File: config.mk
export PLATFORM = sky130hd
export DESIGN_NAME = pbf_fifo
export DESIGN_NICKNAME = d
export VERILOG_FILES = /design/src/design/pbf_fifo.sv
export SDC_FILE = /design/constraint.sdc
export NUM_CORES = 1
export LEC_CHECK = 0
export BUFFER_PORTS_ARGS = -buffer_cell sky130_fd_sc_hd__buf_2
export CORE_AREA = 2 2 39 41
export CTS_CLUSTER_DIAMETER = 50
export CTS_CLUSTER_SIZE = 14
export DETAILED_ROUTE_END_ITERATION = 7
export DIE_AREA = 0 0 41 43
export PLACE_DENSITY_LB_ADDON = 0.3
export SYNTH_ARGS = -nofsm -noshare
export SYNTH_HDL_FRONTEND = slang
export SYNTH_SLANG_ARGS = --single-unit
File: constraint.sdc
create_clock -name clk -period 2.07 [get_ports clk]
set_input_delay 0.207 -clock clk [delete_from_list [all_inputs] [get_ports clk]]
set_output_delay 0.207 -clock clk [all_outputs]
set_load 0.02 [all_outputs]
File: src/design/pbf_fifo.sv
// ----------------------------------------------------------------------------
// pbf_fifo: small register queue
// Decouples two sides; push when not full, pop when not empty.
// ----------------------------------------------------------------------------
module pbf_fifo #(
  parameter int W     = 2,
  parameter int DEPTH = 2
) (
  input  logic         clk,
  input  logic         rst_n,
  input  logic         push,
  input  logic [W-1:0] wdata,
  output logic         full,
  input  logic         pop,
  output logic [W-1:0] rdata,
  output logic         empty
);
  localparam int PW = (DEPTH > 1) ? $clog2(DEPTH) : 1;
  localparam int CW = $clog2(DEPTH + 1);

  logic [W-1:0]  mem_r [DEPTH];
  logic [PW-1:0] wp_r, wp_nxt, rp_r, rp_nxt;
  logic [CW-1:0] cnt_r, cnt_nxt;
  logic          do_push, do_pop;

  assign full    = (cnt_r == CW'(DEPTH));
  assign empty   = (cnt_r == '0);
  assign rdata   = mem_r[rp_r];
  assign do_push = push & ~full;
  assign do_pop  = pop & ~empty;

  always_comb begin
    wp_nxt  = wp_r;
    rp_nxt  = rp_r;
    cnt_nxt = cnt_r;
    if (do_push) begin
      wp_nxt = (wp_r == PW'(DEPTH - 1)) ? '0 : wp_r + 1'b1;
    end
    if (do_pop) begin
      rp_nxt = (rp_r == PW'(DEPTH - 1)) ? '0 : rp_r + 1'b1;
    end
    if (do_push && !do_pop) begin
      cnt_nxt = cnt_r + 1'b1;
    end else if (do_pop && !do_push) begin
      cnt_nxt = cnt_r - 1'b1;
    end
  end

  always_ff @(posedge clk) begin
    if (!rst_n) begin
      wp_r  <= '0;
      rp_r  <= '0;
      cnt_r <= '0;
    end else begin
      wp_r  <= wp_nxt;
      rp_r  <= rp_nxt;
      cnt_r <= cnt_nxt;
    end
  end

  always_ff @(posedge clk) begin
    if (do_push) begin
      mem_r[wp_r] <= wdata;
    end
  end

endmodule

==> impl_metrics.ini <==
[run_status]
status = finished, final reports clean

[timing]
clock_skew_ps = 1.874
hold_viol_final = 0
setup_viol = 0
timing.final.ws_setup_ps = 484.8
report.final.slew_viol_count = 0
max_freq_mhz = 630.8
min_period_over_period_pct = 76.58
relSlewSlack_pct = 83.47
worstMarginPinSlew_ps = 246.6
rsz0062_at_grt = no
fin_crit_ps = 1585
fin_setup_tns_ps = 0

[power_and_ir_drop]
pwr_density_cell_nw_per_um2 = 1367
leakagePower_nw = 0.1979
peakVddDrop_uv = 520.4
p_total_uw = 639.7

[floorplanning]
die_area_um2 = 1763
ioPinCount = 10
die_y_um = 43
num_rows = 14
die_w_um = 41
initial_core_util_pct = 27.22
coreArea_um2 = 1384

[routing]
drt-initial-drc-count = 2
drcViolationCount = 0
vias = 250
routed_via_density = 4.167
dr.max_layer_used = met3
dr_wl_met3_um = 33
drtPass1Iterations = 4
ant_nets = 0
wire_per_inst_um = 8.750
met1_length_um = 233
wl_met2_um = 257
wirelength_um = 525

[cts]
post_cts_buffers = 0
htreeDepth = 1
clock-root-buffer = clkbuf_4
cts_resized = 0
cts_buffer_depth = 2
cts.clk_slew.worst_paths_ps = 60
clk_latency_ps = 250
cts_tree = yes
ctsHoldBuffers = 0
cts.sinks = 9
cts_buffers = 3

[cells_and_area]
finalNetCount = 52
synthToLayoutAreaGrowth_pct = 24.25
insertedDiodeCount = 0
n_fill_cell = 141
utilization_pct = 33.82
multi_input_area_um2 = 148.9
drive_above_1_share_pct = 36.36
seqCellArea_um2 = 220.2

[yosys]
synthesis.instances = 31
synth.largest_area_cell = edfxtp_1
synth_fa_ha_area_share_pct = 3.322
netlist_top_cells_count = dfxtp_1 (5), edfxtp_1 (4), and2_1 (3)
synth_compound_area_share_pct = 8.638
synth_area_leaders = edfxtp_1 (32%), dfxtp_1 (27%), mux2_2 (6.0%)
synthMuxAreaShare_pct = 5.980
synth-seq-cells = 9
synth_flop_cell = dfxtp_1
synth_edf_count = 4
async_flop_share_pct = 0
synth_area_um2 = 376.6
synth.avg_cell_area_um2 = 12.15
ys_warn_count = 0
syn_nets = 38
yosys.area.top_type_share_pct = 31.89
synth-simple-area-share_pct = 14.62
synth-xor-area-share_pct = 6.977
synth_top_family_by_area = simple AND/OR/NAND/NOR gates
ys_seq_area_share_pct = 58.47
yosysUniqueCellTypes = 19
synth.most_common_cell = dfxtp_1

[global_route]
overflow = 0
first_global_vias = 254
grt_max_degree = 6
grt_first_pass_wirelength_um = 972
antenna_found_initial = 0
grt.total_usage_pct = 8.537

[setup_path]
max_stage_delay_ps = 410
path_delay_family = simple AND/OR/NAND/NOR gates
crit_chain = nand2b_1 -> inv_2 -> nor2_1 -> ha_1 -> or3_1 -> a21boi_1
crit_slowest_cell = dfxtp_1
crit_fanout = 5
critPathArrivalTime_ps = 1770
required_ps = 2260
r2r_setup_slack_ps = 480
timing.rr.end = cnt_r[1]$_SDFFE_PN0P_
end_kind = register
rr_worst_depth = 6
crit_type = register to register
critPathBufInv = 1
startpoint_type = register
reg2reg_from = cnt_r[0]$_SDFFE_PN0P_

[hold_path]
whs_path_depth = 1
holdPathEnd = mem_r[1][0]$_DFFE_PP_
hp-start = wdata[0]
hold_class = input port to register

[run]
maxCapViolations = 0

[placed_design]
gp_congestion = 0.6332
portBuffers = 9
dp_slack_ps = 493.2
-- how the worst max path moves through the flow --
| stage | slack (ps) | start | cells after the start | to |
|---|---|---|---|---|
| global placement | 490 | cnt_r[0]$_SDFFE_PN0P_ | 6 | cnt_r[1]$_SDFFE_PN0P_ |
| finish | 480 | cnt_r[0]$_SDFFE_PN0P_ | 6 | cnt_r[1]$_SDFFE_PN0P_ |
| detailed placement | 490 | cnt_r[0]$_SDFFE_PN0P_ | 6 | cnt_r[1]$_SDFFE_PN0P_ |
| CTS | 470 | cnt_r[0]$_SDFFE_PN0P_ | 6 | cnt_r[1]$_SDFFE_PN0P_ |
| floorplan | 520 | cnt_r[0]$_SDFFE_PN0P_ | 6 | cnt_r[1]$_SDFFE_PN0P_ |
| global route | 310 | cnt_r[0]$_SDFFE_PN0P_ | 6 | cnt_r[1]$_SDFFE_PN0P_ |
-- cell type report --
| class | count | share of cell area [%] |
|---|---|---|
| clock buffers | 4 | 5.615 |
| inverters | 2 | 1.604 |
| multi-input cells | 20 | 31.82 |
| flip-flops and latches | 9 | 47.06 |
| well taps | 16 | 4.278 |
| repair buffers | 9 | 9.626 |
-- layout by cell type (no fill, tap or decap), types with 2 or more instances in the layout --
cell type | synthesis | layout
buf_2 | 0 | 9
dfxtp_1 | 5 | 5
edfxtp_1 | 4 | 4
and2_1 | 3 | 3
clkbuf_4 | 0 | 3
nor2_1 | 2 | 2
mux2_2 | 2 | 2
xnor2_1 | 2 | 2
-- metrics by stage --
stage               instances  hold WS (ps)  cell area (um^2)
floorplan                  31         305.9             376.6
global placement           56         395.6             441.7
detailed placement         56         400.7             441.7
CTS                        60         130.4             467.9
global route               60         132.5             467.9
finish                     60         142.9             467.9
-- logic make-up after synthesis --
kind of cell,count (synthesis)
compound gates,5
flops,9
fa+ha+maj,1
mux,2
simple gates,9
xor+xnor,3
buf+inv,2
-- metal layers --
metal  global-route usage, %  vias to the layer above
met5                       0                        -
met1                   11.04                      110
met2                   10.00                        6
met4                   8.000                        0
li1                        -                      134
met3                   3.665                        0
-- report_power, final --
group | switching (mW) | internal [mW]
Clock | 0.0557 | 0.0739
Combinational | 0.126 | 0.115
Sequential | 0.0340 | 0.234
No activity file was read; power rests on OpenSTA's default activity.
