$ cat config.mk
export PLATFORM = sky130hd
export DESIGN_NAME = pbf_front
export DESIGN_NICKNAME = d
export VERILOG_FILES = /design/src/design/pbf_pkg.sv /design/src/design/pbf_front.sv
export SDC_FILE = /design/constraint.sdc
export NUM_CORES = 1
export LEC_CHECK = 0
export ABC_AREA = 1
export BUFFER_PORTS_ARGS = -buffer_cell sky130_fd_sc_hd__buf_4
export CAP_MARGIN = 20
export CORE_MARGIN = 8
export CORE_UTILIZATION = 50
export CTS_CLUSTER_DIAMETER = 30
export DETAILED_ROUTE_END_ITERATION = 7
export GPL_TIMING_DRIVEN = 0
export PLACE_DENSITY = 0.76
export SETUP_SLACK_MARGIN = 0.2
export SLEW_MARGIN = 20
export SYNTH_ARGS = -nofsm -noshare
export SYNTH_HDL_FRONTEND = slang
export SYNTH_SLANG_ARGS = --single-unit
$ cat constraint.sdc
create_clock -name clk -period 3.23 [get_ports clk]
set_clock_uncertainty 0.2 [all_clocks]
set_input_delay 0.1615 -clock clk [delete_from_list [all_inputs] [get_ports clk]]
set_output_delay 0.1615 -clock clk [all_outputs]
set_load 0.01 [all_outputs]
$ cat src/design/pbf_pkg.sv
// ----------------------------------------------------------------------------
// pbf_pkg: shared types and constants of the partitioned bloom filter
// Request structs, the front-to-back job format and the hash constants.
// ----------------------------------------------------------------------------
package pbf_pkg;

  typedef struct packed {
    logic       mode;
    logic [7:0] key_byte;
    logic       last;
  } pbf_in_t;

  typedef struct packed {
    logic present;
    logic was_query;
  } pbf_out_t;

  // one job per completed 16-byte block and/or per key end
  typedef struct packed {
    logic [127:0] blk;
    logic         do_mix;
    logic         do_fin;
    logic         first;
    logic [31:0]  seed;
    logic [31:0]  len;
    logic         mode;
  } pbf_job_t;

  localparam logic [1:0] CFG_FILTER_LENGTH = 2'd0;
  localparam logic [1:0] CFG_NUM_HASHES    = 2'd1;
  localparam logic [1:0] CFG_HASH_SEED     = 2'd2;

  localparam logic MODE_INSERT = 1'b0;
  localparam logic MODE_QUERY  = 1'b1;

  localparam logic [63:0] MM_C1   = 64'h87c37b91114253d5;
  localparam logic [63:0] MM_C2   = 64'h4cf5ad432745937f;
  localparam logic [63:0] FMIX_C1 = 64'hff51afd7ed558ccd;
  localparam logic [63:0] FMIX_C2 = 64'hc4ceb9fe1a85ec53;
  localparam logic [63:0] MIX_K1  = 64'h0000000052dce729;
  localparam logic [63:0] MIX_K2  = 64'h0000000038495ab5;

  function automatic logic [63:0] rotl64(input logic [63:0] x, input int r);
    return (x << r) | (x >> (64 - r));
  endfunction

  function automatic logic [63:0] xsh33(input logic [63:0] x);
    return x ^ (x >> 33);
  endfunction

endpackage

$ cat src/design/pbf_front.sv
// ----------------------------------------------------------------------------
// pbf_front: key byte collector
// Gathers key bytes into 16-byte blocks and issues mix and finish jobs.
// ----------------------------------------------------------------------------
module pbf_front (
  input  logic              clk,
  input  logic              rst_n,
  input  logic              in_push,
  input  pbf_pkg::pbf_in_t  in_data,
  output logic              in_full,
  input  logic [31:0]       seed,
  input  logic              busy,
  input  logic              q_full,
  output logic              q_push,
  output pbf_pkg::pbf_job_t q_data
);
  import pbf_pkg::*;

  logic [7:0]  buf_r [16];
  logic [31:0] len_r, len_nxt, len_inc;
  logic [31:0] seed_r, seed_nxt, seed_use;
  logic        first_r, first_nxt;
  logic        accept, do_mix;
  logic [3:0]  wr_idx, tail;
  logic [127:0] blk;

  assign in_full  = busy | q_full;
  assign accept   = in_push & ~in_full;
  assign wr_idx   = len_r[3:0];
  assign len_inc  = len_r + 32'd1;
  assign tail     = len_inc[3:0];
  assign do_mix   = (tail == 4'd0);
  assign seed_use = (len_r == '0) ? seed : seed_r;

  always_comb begin
    for (int b = 0; b < 16; b++) begin
      if (4'(b) == wr_idx) begin
        blk[8*b +: 8] = in_data.key_byte;
      end else if (!do_mix && 4'(b) >= tail) begin
        blk[8*b +: 8] = 8'd0;
      end else begin
        blk[8*b +: 8] = buf_r[b];
      end
    end
  end

  always_comb begin
    q_push        = accept & (do_mix | in_data.last);
    q_data.blk    = blk;
    q_data.do_mix = do_mix;
    q_data.do_fin = in_data.last;
    q_data.first  = first_r;
    q_data.seed   = seed_use;
    q_data.len    = len_inc;
    q_data.mode   = in_data.mode;
    len_nxt       = len_r;
    seed_nxt      = seed_r;
    first_nxt     = first_r;
    if (accept) begin
      len_nxt  = in_data.last ? 32'd0 : len_inc;
      seed_nxt = seed_use;
      if (q_push) begin
        first_nxt = in_data.last;
      end
    end
  end

  always_ff @(posedge clk) begin
    if (!rst_n) begin
      len_r   <= '0;
      seed_r  <= '0;
      first_r <= 1'b1;
    end else begin
      len_r   <= len_nxt;
      seed_r  <= seed_nxt;
      first_r <= first_nxt;
    end
  end

  always_ff @(posedge clk) begin
    if (accept) begin
      buf_r[wr_idx] <= in_data.key_byte;
    end
  end

endmodule

==> metrics.md <==
| Metric | Value |
|---|---|
| Status | `finished, final reports clean` |
| Comb pwr share | `0.079` |
| Pint | `around 0.004 W` |
| Buf/Inv on CP | `3` |
| Area delta synth->final | `33.3%` |
| PD cells | `411 nW/um^2` |
| Clk sinks | `a little under 200` |
| Sw frac | `0.236` |
| Initial detailed-routing violation count | `1,059` |
| Vias after detailed routing | `9,685` |
| Seq/Total Area, Yosys | `0.530` |
| N_diodes | `0` |
| Site Rows | `51` |
| CP Launch Type | `register` |
| Core Footprint | `19,300 um^2` |
| Ys Warns | `0` |
| Fillers | `between 1,500 and 2,000` |
| CP required | `2870 ps` |
| RSZ-0062 raised after global routing | `yes` |
| Clock Power Share | `0.420` |
| Vias/cell | `5.42` |
| Drt drc | `0` |
| Switching power | `roughly 0.0013 W` |
| Crit-path max FO | `10` |
| Final Cell Area | `around 13,000 um^2` |
| Distinct cell type count after synthesis | `31` |
| Cell family with the largest share of critical-path delay | `simple AND/OR/NAND/NOR gates` |
| Max Freq | `343 MHz` |
| Tmin final | `2910 ps` |
| Top FF cell, synth | `edfxtp_1` |
| Die width | `around 160 um` |
| Initial antenna violation count | `0` |
| Number of synthesized flops with an enable pin | `approximately 130` |
| Period utilization | `0.902` |
| GRT Total Usage | `0.264` |
| Slew Limit Fails | `0` |
| Slowest Stage Delay on Critical Path | `between 500 and 600 ps` |
| Dpl ws | `roughly 110 ps` |
| Die Area | `24,100 um^2` |
| Area after DPL | `between 10,000 and 15,000 um^2` |
| Arrival time worst endpoint | `~2600 ps` |
| Initial core utilization | `0.503` |
| Leakage Power | `5.52 nW` |
| Worst path most repeated cell | `nor2_4` |
| Syn Inst Count | `approximately 1,200` |
| Final hold viol count | `0` |
| Syn Std Cell Area | `9700 um^2` |
| Final WL | `~32 mm` |
| Max Cap Violations | `0` |
| Initial DRT Pass Iterations | `6` |
| Endpoints failing setup | `0` |
| Worst Tran Pin Value | `~1000 ps` |
| Port bufs | `approximately 240` |
| Worst-path cell chain | `ha_4, nor2_2, nor2_4, inv_2, nor2_4, nand2_2, buf_2, o21ai_1, buf_4` |
| Setup ws final | `about 320 ps` |
| CTS Buffer Depth | `2` |
| Boundary Pins | `245` |
| Synth Net Count | `around 1,300` |
| Largest net degree at the start of global routing | `19` |
| First-pass GRT wire length | `just under 50 mm` |
| HPWL after DPL | `between 20 and 25 mm` |
| Die height | `155 um` |
| Grt ovf | `0` |
| Hold slack final | `298 ps` |
| H-tree levels | `4` |
| Number of global-route vias before repair | `9,203` |
| Wirelength per Cell | `18.2 um` |
| Peak supply drop | `approximately 0.00038 V` |
| Layout cell share with drive strength beyond 1 | `0.214` |
| Asr flop ratio synth | `0` |
| Total power | `0.00532 W` |
| Crit path capture type | `output port` |
| CTS tree | `done` |
| Sequential share of power | `0.500` |
| Syn Area/Cell | `between 8 and 9 um^2` |
| Worst min path class | `register to register` |
| Max_slew headroom | `0.316` |
| Routed Antenna Nets | `0` |
| Worst-Skew Late Latency | `between 400 and 500 ps` |
| Setup_tns | `0 ps` |
| Inserted Clock Buffers | `17` |
| Synth Register Bits | `roughly 190` |
| CP Class | `register to output port` |
| Post-CTS setup buffers | `0` |
| Root Buffer | `clkbuf_16` |
| CTS clk-pin slew, worst paths | `around 70 ps` |
| Nets@finish | `roughly 1,600` |
| Gpl congestion | `0.903` |
| Crit-path slowest cell | `dfxtp_1` |
==> power by group through the flow <==
| stage | clock network [W] | registers, W | logic (W) |
|---|---|---|---|
| floorplan | 0 | 0.00272 | 0.000165 |
| global placement | 0 | 0.00272 | 0.000369 |
| detailed placement | 0 | 0.00272 | 0.000371 |
| CTS | 0.00225 | 0.00266 | 0.000415 |
| global route | 0.00234 | 0.00266 | 0.000454 |
| finish | 0.00224 | 0.00266 | 0.000421 |
==> sequential cells by signal, indices dropped and copies added, names as in the netlist <==
register	cells
len_r	32
buf_r	128
first_r	1
seed_r	32
==> worst paths after layout <==
check / from / endpoint / slack [ps] / cells past startpoint
worst max register to register: len_r[1] / buf_r[11][5] / 450 / 8
worst max-delay path: len_r[1] / q_data[158] / 320 / 9
worst min register to register: len_r[31] / len_r[31] / 300 / 2
worst min-delay path: len_r[31] / len_r[31] / 300 / 2
==> worst register-to-register path, cell delays in order, from the launching register on <==
cell and delay, ps:
dfxtp_1 520, ha_4 280, nor2_2 90, nor2_4 210
inv_2 90, nor2_4 170, nand2_2 130, buf_2 210
nor2_1 540
==> placed cells by master (no fill, tap or decap), types with 2 or more instances in the layout <==
cell type,Yosys,layout
nor3_1,3,3
and2_1,3,3
nor2_2,6,5
edfxtp_1,128,128
nand3_1,116,116
clkbuf_2,0,3
dfxtp_1,65,64
buf_6,2,2
bufinv_16,0,3
nor2_1,142,142
clkbuf_16,0,17
clkinvlp_4,0,2
inv_2,8,9
clkbuf_1,42,39
buf_1,4,4
o21ai_1,10,15
ha_1,6,5
clkinv_1,3,3
nand2_1,357,357
a21oi_2,1,2
nand3b_1,3,3
dlygate4sd3_1,0,43
buf_2,5,5
nand2_2,7,7
xnor2_1,5,5
inv_8,0,4
xor2_1,6,6
inv_1,77,76
buf_4,7,250
a21oi_1,40,39
nor2_4,7,8
inv_6,0,4
o22ai_1,56,56
o21ai_0,92,87
==> layout make-up <==
cell class	count	area [um^2]	share of cell area
clock buffers	17	425	0.0329
well taps	265	332	0.0256
inverters	88	330	0.0255
flip-flops and latches	193	5150	0.398
plain buffers	60	277	0.0214
repair buffers	286	2250	0.174
multi-input cells	864	3980	0.307
clock inverters	14	190	0.0147
==> metrics by stage <==
stage / cells / utilization
2_1_floorplan: 1205 / -
3_3_place_gp: 1713 / 0.615
3_5_place_dp: 1713 / 0.615
4_1_cts: 1787 / 0.670
5_1_grt: 1787 / 0.671
6_report: 1787 / 0.671
==> synth_stat cells, types with 2 or more instances <==
cell type | count | area [um^2]
a21oi_1 | 40 | 200
and2_1 | 3 | 18.8
buf_1 | 4 | 15.0
buf_2 | 5 | 25.0
buf_4 | 7 | 52.6
buf_6 | 2 | 22.5
clkbuf_1 | 42 | 158
clkinv_1 | 3 | 11.3
dfxtp_1 | 65 | 1300
edfxtp_1 | 128 | 3840
ha_1 | 6 | 75.1
inv_1 | 77 | 289
inv_2 | 8 | 30.0
nand2_1 | 357 | 1340
nand2_2 | 7 | 43.8
nand3_1 | 116 | 581
nand3b_1 | 3 | 22.5
nor2_1 | 142 | 533
nor2_2 | 6 | 37.5
nor2_4 | 7 | 78.8
nor3_1 | 3 | 15.0
o21ai_0 | 92 | 460
o21ai_1 | 10 | 50.1
o22ai_1 | 56 | 350
xnor2_1 | 5 | 43.8
xor2_1 | 6 | 52.6
==> timing repair <==
action | in CTS | in global routing
hold buffers | 43 | 0
endpoints found under the hold margin | 163 | 0
endpoints found under the setup margin | 71 | 97
resized for setup | 5 | 9
==> layer usage <==
metal  vias up  part of all wire  track usage  wire [um]
met2       476              0.49        0.436      15700
met3        77             0.087       0.0538       2840
li1       4638                 -            -          -
met4         0             0.036        0.113       1180
met1      4494              0.39        0.330      12700
met5         -                 0            0          0
==> cells by family (layout without fill, tap and decap cells) <==
logic type	after synthesis	after routing	share of synthesized area
AO/OA/AOI/OAI	202	202	0.113
XOR/XNOR	11	11	0.00993
buffers and inverters	148	465	0.0622
adder cells (fa/ha/maj)	6	6	0.00774
AND/OR/NAND/NOR	645	645	0.276
flip-flops	193	193	0.530
Power figures use the tool's default switching activity.
